File: config.mk
export PLATFORM = sky130hd
export DESIGN_NAME = lav_delay
export DESIGN_NICKNAME = d
export VERILOG_FILES = /design/src/hw/rtl/lav_pkg.sv /design/src/hw/rtl/lav_delay.sv
export SDC_FILE = /design/constraint.sdc
export NUM_CORES = 1
export LEC_CHECK = 0
export ABC_AREA = 1
export ABC_CLOCK_PERIOD_IN_PS = 1000
export BUFFER_PORTS_ARGS = -buffer_cell sky130_fd_sc_hd__buf_2
export CORE_AREA = 2 2 39 41
export CTS_CLUSTER_DIAMETER = 50
export DETAILED_ROUTE_END_ITERATION = 6
export DIE_AREA = 0 0 41 43
export GPL_ROUTABILITY_DRIVEN = 1
export GPL_TIMING_DRIVEN = 1
export HOLD_SLACK_MARGIN = 0.05
export PLACE_DENSITY = 0.73
export REMOVE_ABC_BUFFERS = 1
export SYNTH_ARGS = -nofsm -noshare
export SYNTH_HDL_FRONTEND = slang
export SYNTH_SLANG_ARGS = --single-unit
export TNS_END_PERCENT = 100
File: constraint.sdc
create_clock -name aclk -period 1 [get_ports aclk]
set_clock_uncertainty 0.15 [all_clocks]
set_input_delay 0.1 -clock aclk [delete_from_list [all_inputs] [get_ports aclk]]
set_output_delay 0.1 -clock aclk [all_outputs]
set_load 0.05 [all_outputs]
File: src/hw/rtl/lav_pkg.sv
// Shared constants, register codes and rounding helpers for the look-at view basis unit.
package lav_pkg;

    localparam int FRAC_BITS_DEF = 16;

    localparam int IN_W    = 24;
    localparam int AXIS_W  = 18;
    localparam int SHIFT_W = 26;
    localparam int REG_W   = 3;

    localparam int SQ_W        = 30;
    localparam int SQ2_W       = 2 * SQ_W;
    localparam int SUM_W       = 62;
    localparam int ROOT_W      = 31;
    localparam int H_W         = 5;
    localparam int ISQRT_STEPS = 31;

    localparam logic signed [63:0] SHIFT_LIM = 64'sd16777216;

    localparam logic [REG_W-1:0] REG_TARGET_X = 3'd0;
    localparam logic [REG_W-1:0] REG_TARGET_Y = 3'd1;
    localparam logic [REG_W-1:0] REG_TARGET_Z = 3'd2;
    localparam logic [REG_W-1:0] REG_UPVEC_X  = 3'd3;
    localparam logic [REG_W-1:0] REG_UPVEC_Y  = 3'd4;
    localparam logic [REG_W-1:0] REG_UPVEC_Z  = 3'd5;

    localparam logic signed [IN_W-1:0] TARGET_X_RST = 24'sd1311;
    localparam logic signed [IN_W-1:0] TARGET_Y_RST = 24'sd0;
    localparam logic signed [IN_W-1:0] TARGET_Z_RST = 24'sd0;
    localparam logic signed [IN_W-1:0] UPVEC_X_RST  = 24'sd0;
    localparam logic signed [IN_W-1:0] UPVEC_Y_RST  = 24'sd65536;
    localparam logic signed [IN_W-1:0] UPVEC_Z_RST  = 24'sd0;

    function automatic int norm_lat(input int frac);
        return 41 + frac;
    endfunction

    function automatic logic signed [63:0] rshf(input logic signed [63:0] x, input int frac);
        logic [63:0] m;
        logic [63:0] q;
        m = (x < 0) ? 64'(-x) : 64'(x);
        q = (m + (64'd1 << (frac - 1))) >> frac;
        return (x < 0) ? -$signed(q) : $signed(q);
    endfunction

    function automatic logic signed [63:0] clampi(input logic signed [63:0] x,
                                                  input logic signed [63:0] lim);
        if (x > lim) begin
            return lim;
        end
        if (x < -lim) begin
            return -lim;
        end
        return x;
    endfunction

endpackage

File: src/hw/rtl/lav_delay.sv
// Enabled delay line for side data that travels next to the arithmetic stages.
module lav_delay import lav_pkg::*; #(
    parameter int WIDTH = 8,
    parameter int DEPTH = 2
) (
    input  logic             aclk,
    input  logic             en,
    input  logic [WIDTH-1:0] data_in,
    output logic [WIDTH-1:0] data_out
);

    logic [WIDTH-1:0] tap_reg [DEPTH];

    always_ff @(posedge aclk) begin
        if (en) begin
            tap_reg[0] <= data_in;
            for (int i = 1; i < DEPTH; i++) begin
                tap_reg[i] <= tap_reg[i-1];
            end
        end
    end

    assign data_out = tap_reg[DEPTH-1];

endmodule

==> qor.tcl <==
set qor(status) {finished with violations}
set qor(violations_in_the_final_reports) {setup timing}
set qor(via_count) 240
set qor(synthesis.area_um2) 540.5
set qor(crit_slowest_cell) {sky130_fd_sc_hd__edfxtp_1}
set qor(r2r_cells) 0
set qor(worstPathRequired_ps) 750
set qor(drt_wl_total_um) 614
set qor(timing.hold.worst.class) {primary input to register}
set qor(drv.max_cap_violation_count) 0
set qor(first_global_vias) 187
set qor(critical_path_class) {register to primary output}
set qor(drt-wirelength-per-cell_um) 10.07
set qor(slew_viol_final) 0
set qor(die_h_um) 43
set qor(fp.dieArea_um2) 1763
set qor(insertedDiodeCount) 0
set qor(layout-area-overhead-vs-synth_pct) 37.27
set qor(netlist.top_cell.by_area) {sky130_fd_sc_hd__edfxtp_1}
set qor(rsz0062_at_grt) {yes}
set qor(gr-usage-all-layers_pct) 7.106
set qor(grt_overflow) 0
set qor(timing.critical_path.buf_inv) 1
set qor(synthArstFlopShare_pct) 0
set qor(worst_hold_path.num_cells) 1
set qor(clk_latency_ps) 270
set qor(cts_root_cell) {sky130_fd_sc_hd__clkbuf_4}
set qor(ys_dominant_reg_cell) {sky130_fd_sc_hd__edfxtp_1}
set qor(max_freq_ghz) 0.9278
set qor(count_of_flip_flops_with_a_built_in_enable_after_synthesis) 16
set qor(worst_path_cell_trace) {buf_6}
set qor(register_area_um2) 480.5
set qor(pwr_density_cell_nw_per_um2) 1753
set qor(grt_max_degree) 17
set qor(largest_reg_flops) 16
set qor(timing.final.setup_violations) 8
set qor(synth.lib_cells_used.distinct) 2
set qor(pin_count) 18
set qor(worst-endpoint-arrival_ps) 830
set qor(first_pass_detailed_route_iteration_total) 2
set qor(ant_nets) 0
set qor(comb.multi_input.count) 0
set qor(synth.most_common_cell) {sky130_fd_sc_hd__edfxtp_1}
set qor(cts_max_path_buffers) 2
set qor(cp-end-kind) {primary output}
set qor(place_congestion) 0.6018
set qor(drc_errors) 0
set qor(setup-tns-final_ps) -564.2
set qor(period_share_pct) 107.8
set qor(synth.top_cells.by_count) {sky130_fd_sc_hd__edfxtp_1, sky130_fd_sc_hd__buf_4}
set qor(clkSlewWorstSetupHoldPaths_ps) 80
set qor(ys_top_cells_by_area) {sky130_fd_sc_hd__edfxtp_1, sky130_fd_sc_hd__buf_4}
set qor(numClockSinks) 16
set qor(synth.ff_latch_count) 16
set qor(headroom_to_the_max_slew_limit_pct) 77.58
set qor(synth.avg_cell_area_um2) 22.52
set qor(vias_cell) 3.934
set qor(cp_num_cells) 1
set qor(worstPathMaxFanout) 1
set qor(design.final.nets) 56
set qor(post-cts-setup-buffer-count) 0
set qor(number_of_clock_buffers_inserted_by_tritoncts) 3
set qor(worst_path_dominant_cell_family) {flip-flops}
set qor(die-width_um) 41
set qor(p_leak_nw) 0.2892
set qor(post_synth_inst_count) 24
set qor(seq_area_frac_synth_pct) 88.89
set qor(worst_pin_slew_ps) 336.4
set qor(post-synth-top-area-fraction_pct) 88.89
set qor(port_buffers) 17
set qor(antenna_found_initial) 0
set qor(final_number_of_hold_violating_endpoints) 0
set qor(timing.hold.ws_ps) 95.36
set qor(drt_first_iter_violations) 2
set qor(grt_pass1_wl_um) 779
set qor(setup.worst_path.start_class) {register}
set qor(multi_input_comb_area_um2) 0
set qor(ys.warnings.count) 0
set qor(cpPeakStageDelay_ps) 390
set qor(final.setup.worst_slack_ps) -77.87
set qor(n_fill_cell) 108
set qor(std_cell_rows) 14
set qor(vdd_ir_drop_max_uv) 989.5
set qor(clock_tree.htree_level_count) 1
set qor(effective_utilization_at_floorplan_pct) 39.06
set qor(fin_crit_ps) 1078
set qor(cts_tree) {yes}
set qor(final_layout_size_suffix_gt1_share_pct) 44.44
set qor(core-area_um2) 1384
area by class of cell:
| class | count | share of cell area (%) |
|---|---|---|
| Timing Repair Buffer | 25 | 29.00 |
| Sequential cell | 16 | 64.76 |
| Clock inverter | 1 | 0.5059 |
| Clock buffer | 3 | 3.035 |
| Tap cell | 16 | 2.698 |
report_power, final:
group	total (W)	internal, W	switching, W
registers	0.000809	0.000795	0.0000143
logic	0.000174	0.0000717	0.000102
clock network	0.000318	0.000144	0.000173
per-stage QoR:
step                       power, W  instance area, um^2  worst slack [ps]  instances  utilization, %
final                      0.001300                742.0            -77.87         61           53.62
after global placement    0.0009410                585.6             132.9         49           42.31
after detailed placement  0.0009427                585.6             116.6         49           42.31
after CTS                  0.001306                742.0            -84.65         61           53.62
after global routing       0.001348                742.0            -128.3         61           53.62
after floorplan           0.0008972                480.5             149.4         16               -
layout by cell type, fill, tap and decap left out, drive strengths merged:
| cell type | n |
|---|---|
| clkbuf | 3 |
| buf | 17 |
| clkinv | 1 |
| dlygate4sd3 | 8 |
| edfxtp | 16 |
routing by layer:
metal / track usage (%) / part of all wire [%]
met5: 0 / 0
met1: 8.824 / 37
met3: 1.571 / 9.6
met2: 10.94 / 53
met4: 4.000 / 0
path summary, 6_finish.rpt:
path,slack [ps],start,to
max reg2reg,230,tap_reg[0][3],tap_reg[0][11]
min reg2reg,270,tap_reg[0][1],tap_reg[0][9]
max,-80,tap_reg[0][11],data_out[3]
min,100,en,tap_reg[0][7]
kinds of logic (layout without fill, tap and decap cells):
family | after synthesis | after routing | synth area share, %
DFF | 16 | 16 | 88.89
buffers and inverters | 8 | 29 | 11.11
repair_timing:
item                                    in CTS  in global routing
endpoints found under the setup margin       8                  8
pin swaps                                    0                  0
hold buffers                                 8                  0
resized for setup                           16                  0
hold endpoints to repair                     8                  0
Note: power is estimated with default switching activity, not from simulation.
