### src/hw/rtl/lav_pkg.sv
// Shared constants, register codes and rounding helpers for the look-at view basis unit.
package lav_pkg;

    localparam int FRAC_BITS_DEF = 16;

    localparam int IN_W    = 24;
    localparam int AXIS_W  = 18;
    localparam int SHIFT_W = 26;
    localparam int REG_W   = 3;

    localparam int SQ_W        = 30;
    localparam int SQ2_W       = 2 * SQ_W;
    localparam int SUM_W       = 62;
    localparam int ROOT_W      = 31;
    localparam int H_W         = 5;
    localparam int ISQRT_STEPS = 31;

    localparam logic signed [63:0] SHIFT_LIM = 64'sd16777216;

    localparam logic [REG_W-1:0] REG_TARGET_X = 3'd0;
    localparam logic [REG_W-1:0] REG_TARGET_Y = 3'd1;
    localparam logic [REG_W-1:0] REG_TARGET_Z = 3'd2;
    localparam logic [REG_W-1:0] REG_UPVEC_X  = 3'd3;
    localparam logic [REG_W-1:0] REG_UPVEC_Y  = 3'd4;
    localparam logic [REG_W-1:0] REG_UPVEC_Z  = 3'd5;

    localparam logic signed [IN_W-1:0] TARGET_X_RST = 24'sd1311;
    localparam logic signed [IN_W-1:0] TARGET_Y_RST = 24'sd0;
    localparam logic signed [IN_W-1:0] TARGET_Z_RST = 24'sd0;
    localparam logic signed [IN_W-1:0] UPVEC_X_RST  = 24'sd0;
    localparam logic signed [IN_W-1:0] UPVEC_Y_RST  = 24'sd65536;
    localparam logic signed [IN_W-1:0] UPVEC_Z_RST  = 24'sd0;

    function automatic int norm_lat(input int frac);
        return 41 + frac;
    endfunction

    function automatic logic signed [63:0] rshf(input logic signed [63:0] x, input int frac);
        logic [63:0] m;
        logic [63:0] q;
        m = (x < 0) ? 64'(-x) : 64'(x);
        q = (m + (64'd1 << (frac - 1))) >> frac;
        return (x < 0) ? -$signed(q) : $signed(q);
    endfunction

    function automatic logic signed [63:0] clampi(input logic signed [63:0] x,
                                                  input logic signed [63:0] lim);
        if (x > lim) begin
            return lim;
        end
        if (x < -lim) begin
            return -lim;
        end
        return x;
    endfunction

endpackage

### src/hw/rtl/lav_dot.sv
// Two-stage dot product: three products, then their sum.
module lav_dot import lav_pkg::*; #(
    parameter int A_W = 18,
    parameter int B_W = 24
) (
    input  logic                        aclk,
    input  logic                        en,
    input  logic signed [A_W-1:0]       a [3],
    input  logic signed [B_W-1:0]       b [3],
    output logic signed [A_W+B_W+1:0]   dot
);

    localparam int P_W = A_W + B_W;
    localparam int D_W = P_W + 2;

    logic signed [P_W-1:0] p_reg [3];
    logic signed [D_W-1:0] dot_reg;

    always_ff @(posedge aclk) begin
        if (en) begin
            for (int i = 0; i < 3; i++) begin
                p_reg[i] <= P_W'(a[i]) * P_W'(b[i]);
            end
            dot_reg <= D_W'(p_reg[0]) + D_W'(p_reg[1]) + D_W'(p_reg[2]);
        end
    end

    assign dot = dot_reg;

endmodule

### config.mk
export PLATFORM = sky130hd
export DESIGN_NAME = lav_dot
export DESIGN_NICKNAME = d
export VERILOG_FILES = /design/src/hw/rtl/lav_pkg.sv /design/src/hw/rtl/lav_dot.sv
export SDC_FILE = /design/constraint.sdc
export NUM_CORES = 2
export LEC_CHECK = 0
export ABC_AREA = 1
export BUFFER_PORTS_ARGS = -buffer_cell sky130_fd_sc_hd__buf_2
export CAP_MARGIN = 20
export CORE_UTILIZATION = 64
export DETAILED_ROUTE_END_ITERATION = 16
export GPL_ROUTABILITY_DRIVEN = 0
export GPL_TIMING_DRIVEN = 0
export PLACE_DENSITY_LB_ADDON = 0.1
export SETUP_SLACK_MARGIN = 0.3
export SYNTH_ARGS = -nofsm -noshare
export SYNTH_HDL_FRONTEND = slang
export SYNTH_SLANG_ARGS = --single-unit
### constraint.sdc
create_clock -name aclk -period 13.85 [get_ports aclk]
set_clock_uncertainty 0.05 [all_clocks]
set_input_delay 0.6925 -clock aclk [delete_from_list [all_inputs] [get_ports aclk]]
set_output_delay 0.6925 -clock aclk [all_outputs]
set_load 0.02 [all_outputs]
==> flow_metrics.py <==
metrics = {
    "cells_and_area": {
        "area_growth_pct": 4.47,
        "drive_gt1_share_pct": 2.87,
        "final_nets": 9568,
        "design_area_mm2": 0.0619,
        "largest_reg_flops": 126,
        "instances_no_fill": 8969,
    },
    "global_routing": {
        "grt-ovfl-total": 0,
        "grt_pass1_wl_um": 262000,
        "grt_max_degree": 104,
        "antenna_found_initial": 3,
        "grt_usage_pct": 36.6,
        "grt_pass1_vias": 48800,
    },
    "drt": {
        "route.met2.wl_um": 73000,
        "drtPass1Iterations": 7,
        "vias_per_cell": 5.41,
        "wl_met3_um": 19900,
        "m1WireLength_um": 64800,
        "wl_per_cell_um": 18.4,
        "top_layer": "met4",
        "routed_wl_um": 165000,
        "drt-initial-drc-count": 5071,
        "drc_errors": 0,
        "vias": 48500,
        "antenna_left": 0,
    },
    "timing": {
        "period_share_pct": 50.4,
        "final.setup.tns_ps": 0,
        "hold_viol_final": 0,
        "period_minus_slack_ps": 6980,
        "tightest_slew_ps": 979,
        "final-setup-viol-count": 0,
        "hold_ws_ps": 562,
        "grt_setup_unrepaired": "false",
        "max-slew-margin-rel_pct": 34.8,
        "slew_violations": 0,
        "timing.fmax_ghz": 0.143,
    },
    "setup_path": {
        "crit_start": "a[37]",
        "r2r_cells": 16,
        "rr_startpoint": "p_reg[0][84]$_DFFE_PP_",
        "end_kind": "flop",
        "worstPathRequired_ps": 13990,
        "critPathCapture": "p_reg[0][38]$_DFFE_PP_",
        "arrival_ps": 7120,
        "slowest_delay_ps": 660,
        "critPathKind": "in -> reg",
        "r2r-end": "dot[23]$_DFFE_PP_",
        "cp.depth": 22,
        "worst_setup_path_start_kind": "input port",
        "crit_chain": "buf_2 -> clkbuf_1 -> nand2_1 -> inv_1 -> fa_1 -> fa_1 -> ha_1 -> inv_1 -> fa_1 -> inv_1 -> fa_1 -> inv_1 -> fa_1 -> inv_1 -> ha_1 -> nand2_1 -> nor2_1 -> nand2_1 -> nor2_1 -> nand3_1 -> nand4_1 -> nand2_1",
        "worst-path-buf-inv": 7,
        "cpLargestDelayFamily": "adder cells",
        "slowest_stage": "clkbuf_1",
        "critPathMaxFanout": 10,
        "ff2ff_setup_slack_ps": 10520,
    },
    "die": {
        "die_x_um": 306,
        "num_io_pins": 172,
        "dieHeight_um": 306,
        "coreArea_mm2": 0.0917,
        "fp-row-count": 111,
        "start_util_pct": 64.6,
        "fp.dieArea_mm2": 0.0938,
    },
    "min_path": {
        "hp-class": "in -> reg",
        "min_from": "a[36]",
    },
    "logic_synthesis": {
        "yosys.area.top_type_share_pct": 44.5,
        "ys.flop_type": "edfxtp_1",
        "syn_area_per_cell_um2": 7.75,
        "seq_area_frac_synth_pct": 8.61,
        "synth_edf_count": 170,
        "syn_nets": 9449,
        "ys_seq_elements": 170,
        "syn_area_mm2": 0.0593,
        "ys_top_cells_by_count": "inv_1 (2336), nand2_1 (2293), fa_1 (1318), ha_1 (357), nor2_1 (311)",
        "synth.distinct_cells": 33,
        "yosys.area.top_type": "fa_1",
        "synthArstFlopShare_pct": 0,
        "yosys-top-cells-area": "fa_1 (45%), inv_1 (15%), nand2_1 (15%)",
        "ys_warn_count": 0,
        "netlist_instances": 7646,
        "yosysMostFrequentCell": "inv_1",
    },
    "job": {
        "drv_cap": 0,
    },
    "place": {
        "place_area_mm2": 0.0613,
        "numPortBuffers": 99,
        "dp_hpwl_um": 144000,
        "place_inst": 8932,
    },
    "clocking": {
        "cts_tree": "yes",
        "cts.clk_slew.worst_paths_ps": 70,
        "cts_setup_buffers": 0,
        "cts_sinks": 170,
        "numCtsBuffers": 17,
        "insertion_delay_ps": 460,
        "cts_hold_buffers": 0,
        "cts_resized": 0,
        "cts_root_buf": "clkbuf_16",
        "htree_num_levels": 4,
        "ctsLongestPathBuffers": 2,
    },
    "outcome": {
        "status": "finished, final reports clean",
    },
}
==> layout by cell type, fill, tap and decap left out, types with 38 or more instances in the layout <==
| cell type | n |
|---|---|
| nand2_1 | 2293 |
| nand4_1 | 38 |
| clkbuf_1 | 225 |
| buf_2 | 98 |
| edfxtp_1 | 170 |
| fa_1 | 1318 |
| nand3_1 | 156 |
| inv_1 | 2336 |
| xor2_1 | 91 |
| nor2_1 | 311 |
| a21oi_1 | 116 |
| ha_1 | 357 |
==> metrics by stage <==
step / utilization (%) / worst slack [ps]
after floorplan: - / 7700
after detailed placement: 66.8 / 6690
after CTS: 67.5 / 7100
final: 67.5 / 6870
after global routing: 67.5 / 6710
after global placement: 66.8 / 6710
==> worst reg2reg max path, stage by stage, from the launching register on <==
cell      delay, ps
edfxtp_1        550
inv_1           120
fa_1            370
inv_1            60
ha_1            270
inv_1           100
fa_1            500
inv_1           160
nand3_1         110
nand3_2         160
nand2_1          70
nand2_1         130
nand2_1          80
nand2_2         100
nand2_1          90
nand2_1         100
xor2_1           70
==> logic make-up after synthesis <==
| logic type | share of synthesized area [%] |
|---|---|
| AND/OR/NAND/NOR | 19.5 |
| flip-flops | 8.61 |
| AO/OA/AOI/OAI | 1.81 |
| adder cells (fa/ha/maj) | 52.1 |
| XOR/XNOR | 1.54 |
| buffers and inverters | 16.5 |
==> worst min path at each step <==
| stage | cells past startpoint | slack (ps) | to |
|---|---|---|---|
| 2_1_floorplan | 2 | 630 | dot[1]$_DFFE_PP_ |
| 3_3_place_gp | 2 | 690 | dot[1]$_DFFE_PP_ |
| 3_5_place_dp | 2 | 710 | dot[1]$_DFFE_PP_ |
| 4_1_cts | 3 | 560 | p_reg[0][0]$_DFFE_PP_ |
| 5_1_grt | 3 | 610 | p_reg[0][0]$_DFFE_PP_ |
| 6_report | 3 | 560 | p_reg[0][0]$_DFFE_PP_ |
==> layout make-up <==
type / count / area [um2]
Antenna cell: 5 / 12.5
Timing Repair Buffer: 100 / 529
Fill cell: 7869 / 29800
Inverter: 2349 / 8820
Sequential cell: 170 / 5100
Clock buffer: 17 / 425
Clock inverter: 15 / 196
Buffer: 252 / 946
Tap cell: 1186 / 1480
Multi-Input combinational cell: 4875 / 44400
==> routing by layer <==
metal / global-route usage, % / vias up
li1: - / 21700
met1: 50.0 / 23700
met2: 56.7 / 2580
met3: 8.95 / 460
met4: 14.1 / 0
met5: 0 / -
Power is not shown: default switching activity piles up to over one toggle a cycle in this logic, so the estimate is an artifact.
